--- config.mk ---
export PLATFORM = sky130hd
export DESIGN_NAME = tinted_glyph_pixel_blend
export DESIGN_NICKNAME = d
export VERILOG_FILES = /design/src/hdl/tgpb_pkg.sv /design/src/hdl/tgpb_front.sv /design/src/hdl/tgpb_div_cell.sv /design/src/hdl/tgpb_out.sv /design/src/hdl/tinted_glyph_pixel_blend.sv
export SDC_FILE = /design/constraint.sdc
export NUM_CORES = 2
export LEC_CHECK = 0
export ABC_AREA = 1
export BUFFER_PORTS_ARGS = -buffer_cell sky130_fd_sc_hd__clkbuf_2
export CORE_UTILIZATION = 25
export CTS_CLUSTER_SIZE = 24
export DETAILED_ROUTE_END_ITERATION = 10
export HOLD_SLACK_MARGIN = 0.12
export PLACE_DENSITY_LB_ADDON = 0.05
export SLEW_MARGIN = 20
export SYNTH_ARGS = -nofsm -noshare
export SYNTH_HDL_FRONTEND = slang
export SYNTH_SLANG_ARGS = --single-unit
--- constraint.sdc ---
create_clock -name clk -period 29.7 [get_ports clk]
set_clock_uncertainty 0.1 [all_clocks]
set_input_delay 1.485 -clock clk [delete_from_list [all_inputs] [get_ports clk]]
set_output_delay 1.485 -clock clk [all_outputs]
set_load 0.05 [all_outputs]
--- src/hdl/tgpb_pkg.sv ---
`default_nettype none

package tgpb_pkg;

    // Register indexes of the configuration port.
    localparam logic [1:0] REG_DEPTH_MODE      = 2'd0;
    localparam logic [1:0] REG_TRANSPARENT_KEY = 2'd1;
    localparam logic [1:0] REG_TINT_COLOUR     = 2'd2;

    // Destination depth codes.
    localparam logic [1:0] DEPTH_8  = 2'd0;
    localparam logic [1:0] DEPTH_16 = 2'd1;
    localparam logic [1:0] DEPTH_32 = 2'd2;

    localparam logic [7:0] CHAN_MAX = 8'd255;

    // One quotient bit is resolved in each cell of the divider chain.
    localparam int QUO_BITS  = 8;
    localparam int NUM_CHANS = 3;

    // Per-pixel values that ride alongside the divider lanes.
    typedef struct packed {
        logic        blend;
        logic        we;
        logic [31:0] pixel;
        logic [7:0]  fa;
    } side_t;

    // Tint term: (sa * tint) / fa.
    typedef struct packed {
        logic [15:0] rem;
        logic [14:0] den;
        logic [7:0]  quo;
    } lane_a_t;

    // Destination term: (da * d * (255 - sa)) / (255 * fa), with an overflow
    // flag for quotients of 256 and above.
    typedef struct packed {
        logic [23:0] rem;
        logic [22:0] den;
        logic [7:0]  quo;
        logic        ovf;
    } lane_b_t;

    typedef struct packed {
        side_t                       side;
        lane_a_t [NUM_CHANS-1:0]     la;
        lane_b_t [NUM_CHANS-1:0]     lb;
    } cell_data_t;

endpackage

`default_nettype wire

--- src/hdl/tgpb_front.sv ---
`default_nettype none

module tgpb_front (
    input  wire logic               clk,
    input  wire logic               rst_n,
    input  wire logic               in_valid,
    output logic                    in_ready,
    input  wire logic [31:0]        src_pixel,
    input  wire logic [31:0]        dest_pixel,
    input  wire logic [1:0]         depth_mode,
    input  wire logic [15:0]        transparent_key,
    input  wire logic [23:0]        tint_colour,
    output logic                    down_valid,
    output tgpb_pkg::cell_data_t    down_data,
    input  wire logic               down_ready
);
    import tgpb_pkg::*;

    // Stage 1: mode decision and the first products.
    logic                            s1_valid_reg;
    side_t                           s1_side_reg, s1_side_next;
    logic [7:0]                      s1_msa_reg, s1_msa_next;
    logic [15:0]                     s1_pa_reg, s1_pa_next;
    logic [NUM_CHANS-1:0][15:0]      s1_na_reg, s1_na_next;
    logic [NUM_CHANS-1:0][15:0]      s1_dd_reg, s1_dd_next;

    // Stage 2: result alpha, scaled divisor and the destination numerators.
    logic                            s2_valid_reg;
    side_t                           s2_side_reg, s2_side_next;
    logic [15:0]                     s2_den_reg, s2_den_next;
    logic [NUM_CHANS-1:0][15:0]      s2_na_reg;
    logic [NUM_CHANS-1:0][23:0]      s2_nb_reg, s2_nb_next;

    // Stage 3: overflow check and divider lane setup.
    logic                            s3_valid_reg;
    cell_data_t                      s3_data_reg, s3_data_next;

    logic s1_ready, s2_ready, s3_ready;
    logic [7:0] sa, da;
    logic [15:0] pa_sum;
    logic [7:0] pa_div;

    assign s3_ready = !s3_valid_reg || down_ready;
    assign s2_ready = !s2_valid_reg || s3_ready;
    assign s1_ready = !s1_valid_reg || s2_ready;
    assign in_ready = s1_ready;

    assign down_valid = s3_valid_reg;
    assign down_data  = s3_data_reg;

    assign sa = src_pixel[31:24];
    assign da = dest_pixel[31:24];

    always_comb
    begin
        s1_side_next.blend = 1'b0;
        s1_side_next.we    = 1'b0;
        s1_side_next.pixel = dest_pixel;
        s1_side_next.fa    = 8'd0;
        case (depth_mode)
            DEPTH_8:
            begin
                if ({8'd0, src_pixel[7:0]} != transparent_key)
                begin
                    s1_side_next.we    = 1'b1;
                    s1_side_next.pixel = {24'd0, src_pixel[7:0]};
                end
            end
            DEPTH_16:
            begin
                if (src_pixel[15:0] != transparent_key)
                begin
                    s1_side_next.we    = 1'b1;
                    s1_side_next.pixel = {16'd0, src_pixel[15:0]};
                end
            end
            DEPTH_32:
            begin
                if (sa != 8'd0)
                begin
                    s1_side_next.blend = 1'b1;
                    s1_side_next.we    = 1'b1;
                end
            end
            default:
            begin
                s1_side_next.we = 1'b0;
            end
        endcase

        s1_msa_next = CHAN_MAX - sa;
        s1_pa_next  = {8'd0, s1_msa_next} * {8'd0, CHAN_MAX - da};
        for (int c = 0; c < NUM_CHANS; c++)
        begin
            s1_na_next[c] = {8'd0, sa} * {8'd0, tint_colour[c*8 +: 8]};
            s1_dd_next[c] = {8'd0, da} * {8'd0, dest_pixel[c*8 +: 8]};
        end
    end

    // Exact floor(x / 255) for x up to 255 * 255.
    assign pa_sum = s1_pa_reg + 16'd1 + {8'd0, s1_pa_reg[15:8]};
    assign pa_div = pa_sum[15:8];

    always_comb
    begin
        s2_side_next    = s1_side_reg;
        s2_side_next.fa = CHAN_MAX - pa_div;
        s2_den_next     = {s2_side_next.fa, 8'd0} - {8'd0, s2_side_next.fa};
        for (int c = 0; c < NUM_CHANS; c++)
        begin
            s2_nb_next[c] = {8'd0, s1_dd_reg[c]} * {16'd0, s1_msa_reg};
        end
    end

    always_comb
    begin
        s3_data_next.side = s2_side_reg;
        for (int c = 0; c < NUM_CHANS; c++)
        begin
            s3_data_next.la[c].rem = s2_na_reg[c];
            s3_data_next.la[c].den = {s2_side_reg.fa, 7'd0};
            s3_data_next.la[c].quo = 8'd0;
            s3_data_next.lb[c].rem = s2_nb_reg[c];
            s3_data_next.lb[c].den = {s2_den_reg, 7'd0};
            s3_data_next.lb[c].quo = 8'd0;
            s3_data_next.lb[c].ovf = (s2_nb_reg[c][23:8] >= s2_den_reg);
        end
    end

    always_ff @(posedge clk or negedge rst_n)
    begin
        if (!rst_n)
        begin
            s1_valid_reg <= 1'b0;
            s2_valid_reg <= 1'b0;
            s3_valid_reg <= 1'b0;
        end
        else
        begin
            if (s1_ready)
            begin
                s1_valid_reg <= in_valid;
            end
            if (s2_ready)
            begin
                s2_valid_reg <= s1_valid_reg;
            end
            if (s3_ready)
            begin
                s3_valid_reg <= s2_valid_reg;
            end
        end
    end

    always_ff @(posedge clk)
    begin
        if (s1_ready && in_valid)
        begin
            s1_side_reg <= s1_side_next;
            s1_msa_reg  <= s1_msa_next;
            s1_pa_reg   <= s1_pa_next;
            s1_na_reg   <= s1_na_next;
            s1_dd_reg   <= s1_dd_next;
        end
        if (s2_ready && s1_valid_reg)
        begin
            s2_side_reg <= s2_side_next;
            s2_den_reg  <= s2_den_next;
            s2_na_reg   <= s1_na_reg;
            s2_nb_reg   <= s2_nb_next;
        end
        if (s3_ready && s2_valid_reg)
        begin
            s3_data_reg <= s3_data_next;
        end
    end

endmodule

`default_nettype wire

--- src/hdl/tgpb_div_cell.sv ---
`default_nettype none

module tgpb_div_cell (
    input  wire logic               clk,
    input  wire logic               rst_n,
    input  wire logic               up_valid,
    output logic                    up_ready,
    input  wire tgpb_pkg::cell_data_t up_data,
    output logic                    down_valid,
    input  wire logic               down_ready,
    output tgpb_pkg::cell_data_t    down_data
);
    import tgpb_pkg::*;

    logic       valid_reg;
    cell_data_t data_reg, data_next;
    logic       ge_a, ge_b;

    assign up_ready   = !valid_reg || down_ready;
    assign down_valid = valid_reg;
    assign down_data  = data_reg;

    // One restoring step per lane: the divisor arrives pre-shifted and is
    // halved for the next cell.
    always_comb
    begin
        data_next = up_data;
        ge_a = 1'b0;
        ge_b = 1'b0;
        for (int c = 0; c < NUM_CHANS; c++)
        begin
            ge_a = (up_data.la[c].rem >= {1'b0, up_data.la[c].den});
            if (ge_a)
            begin
                data_next.la[c].rem = up_data.la[c].rem - {1'b0, up_data.la[c].den};
            end
            data_next.la[c].quo = {up_data.la[c].quo[6:0], ge_a};
            data_next.la[c].den = up_data.la[c].den >> 1;

            ge_b = (up_data.lb[c].rem >= {1'b0, up_data.lb[c].den});
            if (ge_b)
            begin
                data_next.lb[c].rem = up_data.lb[c].rem - {1'b0, up_data.lb[c].den};
            end
            data_next.lb[c].quo = {up_data.lb[c].quo[6:0], ge_b};
            data_next.lb[c].den = up_data.lb[c].den >> 1;
        end
    end

    always_ff @(posedge clk or negedge rst_n)
    begin
        if (!rst_n)
        begin
            valid_reg <= 1'b0;
        end
        else if (up_ready)
        begin
            valid_reg <= up_valid;
        end
    end

    always_ff @(posedge clk)
    begin
        if (up_ready && up_valid)
        begin
            data_reg <= data_next;
        end
    end

endmodule

`default_nettype wire

--- src/hdl/tgpb_out.sv ---
`default_nettype none

module tgpb_out (
    input  wire logic               clk,
    input  wire logic               rst_n,
    input  wire logic               up_valid,
    output logic                    up_ready,
    input  wire tgpb_pkg::cell_data_t up_data,
    output logic                    out_valid,
    input  wire logic               out_ready,
    output logic [31:0]             out_pixel,
    output logic                    write_enable
);
    import tgpb_pkg::*;

    logic        valid_reg;
    logic [31:0] pixel_reg, pixel_next;
    logic        we_reg, we_next;
    logic [8:0]  sum;

    assign up_ready     = !valid_reg || out_ready;
    assign out_valid    = valid_reg;
    assign out_pixel    = pixel_reg;
    assign write_enable = we_reg;

    // In blend mode add the two quotients per channel and clamp at full scale.
    always_comb
    begin
        sum        = 9'd0;
        pixel_next = up_data.side.pixel;
        we_next    = up_data.side.we;
        if (up_data.side.blend)
        begin
            pixel_next[31:24] = up_data.side.fa;
            for (int c = 0; c < NUM_CHANS; c++)
            begin
                sum = {1'b0, up_data.la[c].quo} + {1'b0, up_data.lb[c].quo};
                if (up_data.lb[c].ovf || sum[8])
                begin
                    pixel_next[c*8 +: 8] = CHAN_MAX;
                end
                else
                begin
                    pixel_next[c*8 +: 8] = sum[7:0];
                end
            end
        end
    end

    always_ff @(posedge clk or negedge rst_n)
    begin
        if (!rst_n)
        begin
            valid_reg <= 1'b0;
        end
        else if (up_ready)
        begin
            valid_reg <= up_valid;
        end
    end

    always_ff @(posedge clk)
    begin
        if (up_ready && up_valid)
        begin
            pixel_reg <= pixel_next;
            we_reg    <= we_next;
        end
    end

endmodule

`default_nettype wire

--- src/hdl/tinted_glyph_pixel_blend.sv ---
`default_nettype none

// Channel   Handshake               Payload
// config    cfg_write               cfg_index[1:0], cfg_data[23:0]
// input     in_valid / in_ready     src_pixel[31:0], dest_pixel[31:0]
// output    out_valid / out_ready   out_pixel[31:0], write_enable
//
// One pixel transfer is accepted per cycle while in_ready is high. Each result
// passes through three setup stages, eight divider cells (one quotient bit
// each) and the output register.
// Reset is asynchronous, clears all valid flags and returns the configuration
// to its reset values (32-bit depth, key zero, white tint).
// Every stage holds its own valid flag, so a stalled output only backs up
// the pipeline once all stages are full.

module tinted_glyph_pixel_blend (
    input  wire logic        clk,
    input  wire logic        rst_n,
    input  wire logic        cfg_write,
    input  wire logic [1:0]  cfg_index,
    input  wire logic [23:0] cfg_data,
    input  wire logic        in_valid,
    output logic             in_ready,
    input  wire logic [31:0] src_pixel,
    input  wire logic [31:0] dest_pixel,
    output logic             out_valid,
    input  wire logic        out_ready,
    output logic [31:0]      out_pixel,
    output logic             write_enable
);
    import tgpb_pkg::*;

    logic [1:0]  depth_mode_reg;
    logic [15:0] transparent_key_reg;
    logic [23:0] tint_colour_reg;

    // Register file. Writes to unused indexes are dropped.
    always_ff @(posedge clk or negedge rst_n)
    begin
        if (!rst_n)
        begin
            depth_mode_reg      <= DEPTH_32;
            transparent_key_reg <= 16'd0;
            tint_colour_reg     <= 24'hFFFFFF;
        end
        else if (cfg_write)
        begin
            case (cfg_index)
                REG_DEPTH_MODE:      depth_mode_reg      <= cfg_data[1:0];
                REG_TRANSPARENT_KEY: transparent_key_reg <= cfg_data[15:0];
                REG_TINT_COLOUR:     tint_colour_reg     <= cfg_data;
                default:             depth_mode_reg      <= depth_mode_reg;
            endcase
        end
    end

    // Pipeline links: link 0 leaves the setup stages, link QUO_BITS enters
    // the output register.
    logic       link_valid [QUO_BITS+1];
    logic       link_ready [QUO_BITS+1];
    cell_data_t link_data  [QUO_BITS+1];

    // Setup stages: color-key decision for the narrow modes, the products,
    // the result alpha and the aligned divisors for the 32-bit blend.
    tgpb_front u_front (
        .clk             (clk),
        .rst_n           (rst_n),
        .in_valid        (in_valid),
        .in_ready        (in_ready),
        .src_pixel       (src_pixel),
        .dest_pixel      (dest_pixel),
        .depth_mode      (depth_mode_reg),
        .transparent_key (transparent_key_reg),
        .tint_colour     (tint_colour_reg),
        .down_valid      (link_valid[0]),
        .down_data       (link_data[0]),
        .down_ready      (link_ready[0])
    );

    // The divider chain. Each cell resolves one quotient bit of all six
    // divisions and hands the partial remainders to its neighbor.
    for (genvar i = 0; i < QUO_BITS; i++)
    begin : g_cell
        tgpb_div_cell u_cell (
            .clk        (clk),
            .rst_n      (rst_n),
            .up_valid   (link_valid[i]),
            .up_ready   (link_ready[i]),
            .up_data    (link_data[i]),
            .down_valid (link_valid[i+1]),
            .down_ready (link_ready[i+1]),
            .down_data  (link_data[i+1])
        );
    end

    // Channel sum, saturation and final packing into the output register.
    tgpb_out u_out (
        .clk          (clk),
        .rst_n        (rst_n),
        .up_valid     (link_valid[QUO_BITS]),
        .up_ready     (link_ready[QUO_BITS]),
        .up_data      (link_data[QUO_BITS]),
        .out_valid    (out_valid),
        .out_ready    (out_ready),
        .out_pixel    (out_pixel),
        .write_enable (write_enable)
    );

endmodule

`default_nettype wire
==> impl_metrics.toml <==
[status]
status = "finished, final reports clean"

[final_layout]
stdcell_count = 21753
final_nets = 16029
largest_reg_flops = 1521
drive_gt1_frac = 0.0554
syn2layout_area_growth_pct = 13.2
nFillCells = 56842

[global_route]
grt_antenna_before_repair = 17
use_met1 = 0.210
grt_max_degree = 103
grt-ovfl-total = 0
grt-busiest-layer = "met2"
grt_util_all_layers = 0.149
grt_pass1_wl_um = 616000
grt_pass1_vias = 95067
grt_util_met2 = 0.245
met3_usage = 0.0134

[setup_path]
r2r_slack_ns = 23.93
crit_required_ns = 30.23
cp-start-kind = "register"
path_class = "register to register"
endpoint_kind = "register"
arrival_ns = 6.30
critPathMaxFanout = 40

[timing]
slew_headroom = 0.192
period_minus_slack_ns = 5.77
tns_ns = 0
rsz0062_at_grt = "no"
fmax_mhz = 173
worst_slew_pin_slew_ns = 1.21
drv_slew = 0
finalCritPeriodShare = 0.194
hold_viol_final = 0
setup_viol = 0

[synthesis]
synth_top_area_cell = "edfxtp_1"
ys_ff_latch = 2119
synth_cell_types = 68
yosysWarningCount = 0
synth_edf_count = 2065
seq_area_frac_synth = 0.469
avgSynthCellArea_um2 = 9.54
synth_top_area_share = 0.459
synthTopCellsByArea = "edfxtp_1, ha_1, nand2_1"
async_flop_share = 0.0255
ys.flop_type = "edfxtp_1"
synth_cells = 14169
syn-num-nets = 15853
synth_area_um2 = 135000

[clock_network]
cts_buffers = 274
cts_root_buf = "clkbuf_16"
cts_tree = "built"
post_cts_buffers = 0
clk_pin_slew_ns = 0.06
ctsHoldBuffers = 0
clk_path_buf_depth = 4
post_cts_resized = 0
clk_latency_ns = 0.93
htreeDepth = 5
clkSinkCount = 2119

[routing]
ant_nets = 0
drt_iter0_drc = 4821
num_vias = 91998
drt-total-wl_um = 412000
dr.pass1.iters = 7
viasPerCell = 4.23
drc = 0
wl_per_cell_um = 18.9

[die]
start_util = 0.252
ioPinCount = 130
die_w_um = 737
dieArea_um2 = 544000
die_h_um = 737
row_count = 269
core_area_um2 = 538000

[pwr]
ir_drop_v = 0.000140
p_leak_nw = 67.9
powerDensity_nw_per_um2 = 127

[placed_design]
dp_hpwl_um = 329000
port_buffers = 121
dp.cells = 21250
gp_congestion = 0.826

[hold_path]
hold_path_class = "register to register"

[flow_run]
maxCapViolations = 0
==> layout make-up <==
type,count,area [um2],area share
clock buffers,325,7110,0.0465
multi-input cells,9425,61800,0.404
clock inverters,167,1740,0.0114
inverters,2330,8790,0.0574
flip-flops and latches,2119,63400,0.414
repair buffers,195,1170,0.00767
well taps,7181,8980,0.0587
diodes,11,27.5,0.000180
==> placed cells by master (no fill, tap or decap), types with 23 or more instances in the layout <==
master	instances
xnor2_1	248
or2_2	69
nor4_1	64
o21bai_1	31
nor3_1	142
a21oi_1	838
edfxtp_1	2065
o211ai_1	25
nor2_1	868
buf_4	73
bufinv_16	25
o21ai_0	766
clkinv_2	41
a21boi_0	33
dfstp_2	25
clkbuf_2	120
o21ai_2	23
a31oi_1	38
fa_1	549
a21o_1	50
nand2_1	3325
o21a_1	34
inv_1	2307
ha_1	1040
clkinv_1	53
dfrtp_1	29
o21ai_1	30
clkbuf_1	48
xor2_1	332
clkbuf_16	277
nand4_1	157
nand3_1	537
nand3b_1	70
==> cell families (layout without fill, tap and decap cells) <==
| family | after synthesis | count (layout) | share of synthesized area |
|---|---|---|---|
| xor+xnor | 580 | 580 | 0.0376 |
| fa+ha+maj | 1589 | 1589 | 0.178 |
| flops | 2119 | 2119 | 0.469 |
| buf+inv | 2625 | 3017 | 0.0744 |
| mux | 8 | 8 | 0.000666 |
| compound gates | 1928 | 1928 | 0.0772 |
| other cells | 0 | 11 | 0 |
| simple gates | 5320 | 5320 | 0.164 |
==> worst max-delay path, stage by stage, from the launching register on <==
cell      delay [ns]
edfxtp_1        0.62
buf_4           0.66
nand2_1         0.18
fa_1            0.58
inv_1           0.06
fa_1            0.45
fa_1            0.53
inv_1           0.05
fa_1            0.47
inv_1           0.04
ha_1            0.37
nand2_1         0.14
nor2_1          0.21
inv_1           0.05
o21ai_0         0.35
a21oi_1         0.14
xnor2_1         0.46
==> layer usage <==
layer  vias to the layer above  wire length, um  share of wire
met5                         -                0              0
met4                         0            10600          0.026
met3                       442             9480          0.023
met2                      1014           187000           0.45
met1                     43225           204000           0.50
li1                      47317                -              -
==> through the flow <==
stage | hold slack, ns | power [mW] | utilization | setup WS [ns] | cell area [um2]
5_1_grt | 0.257 | 21.3 | 0.285 | 23.52 | 153000
4_1_cts | 0.220 | 19.8 | 0.285 | 23.82 | 153000
3_5_place_dp | 0.305 | 16.3 | 0.268 | 22.97 | 144000
3_3_place_gp | 0.300 | 16.4 | 0.268 | 22.93 | 144000
6_report | 0.259 | 19.4 | 0.285 | 23.93 | 153000
2_1_floorplan | 0.300 | 12.9 | - | 17.95 | 135000
==> synthesized netlist by cell type, drive strengths merged, types with 2 or more instances <==
cell and count:
a211oi 12, a21boi 34, a21o 50, a21oi 850, a221oi 3, a31oi 39, and2 13, and3 9
buf 99, clkbuf 196, clkinv 2, dfrtp 29, dfstp 25, edfxtp 2065, fa 549, ha 1040
inv 2328, mux2 8, nand2 3340, nand3 545, nand3b 70, nand4 160, nor2 885, nor3 147
nor3b 11, nor4 64, o2111ai 5, o211ai 25, o21a 34, o21ai 819, o21bai 33, o221a 3
o22a 3, o22ai 5, o31ai 7, or2 72, or4 2, xnor2 248, xor2 332
==> power breakdown <==
group	internal, mW	switching [mW]	leakage [nW]
logic	3.65	6.79	43.0
clock network	1.94	1.36	4.28
registers	4.89	0.728	20.6
==> worst paths after layout <==
path                                                       from                              end  cells past startpoint
worst min register to register  g_cell[1].u_cell.down_data[297]  g_cell[2].u_cell.down_data[297]                      0
worst min-delay path            g_cell[1].u_cell.down_data[297]  g_cell[2].u_cell.down_data[297]                      0
min in group asynchronous                                 rst_n      g_cell[4].u_cell.down_valid                      1
worst max-delay path                      u_front.s1_msa_reg[2]            u_front.s2_nb_reg[17]                     16
max in group asynchronous                                 rst_n           transparent_key_reg[3]                      2
worst max register to register            u_front.s1_msa_reg[2]            u_front.s2_nb_reg[17]                     16
(Power assumes the default switching activity.)
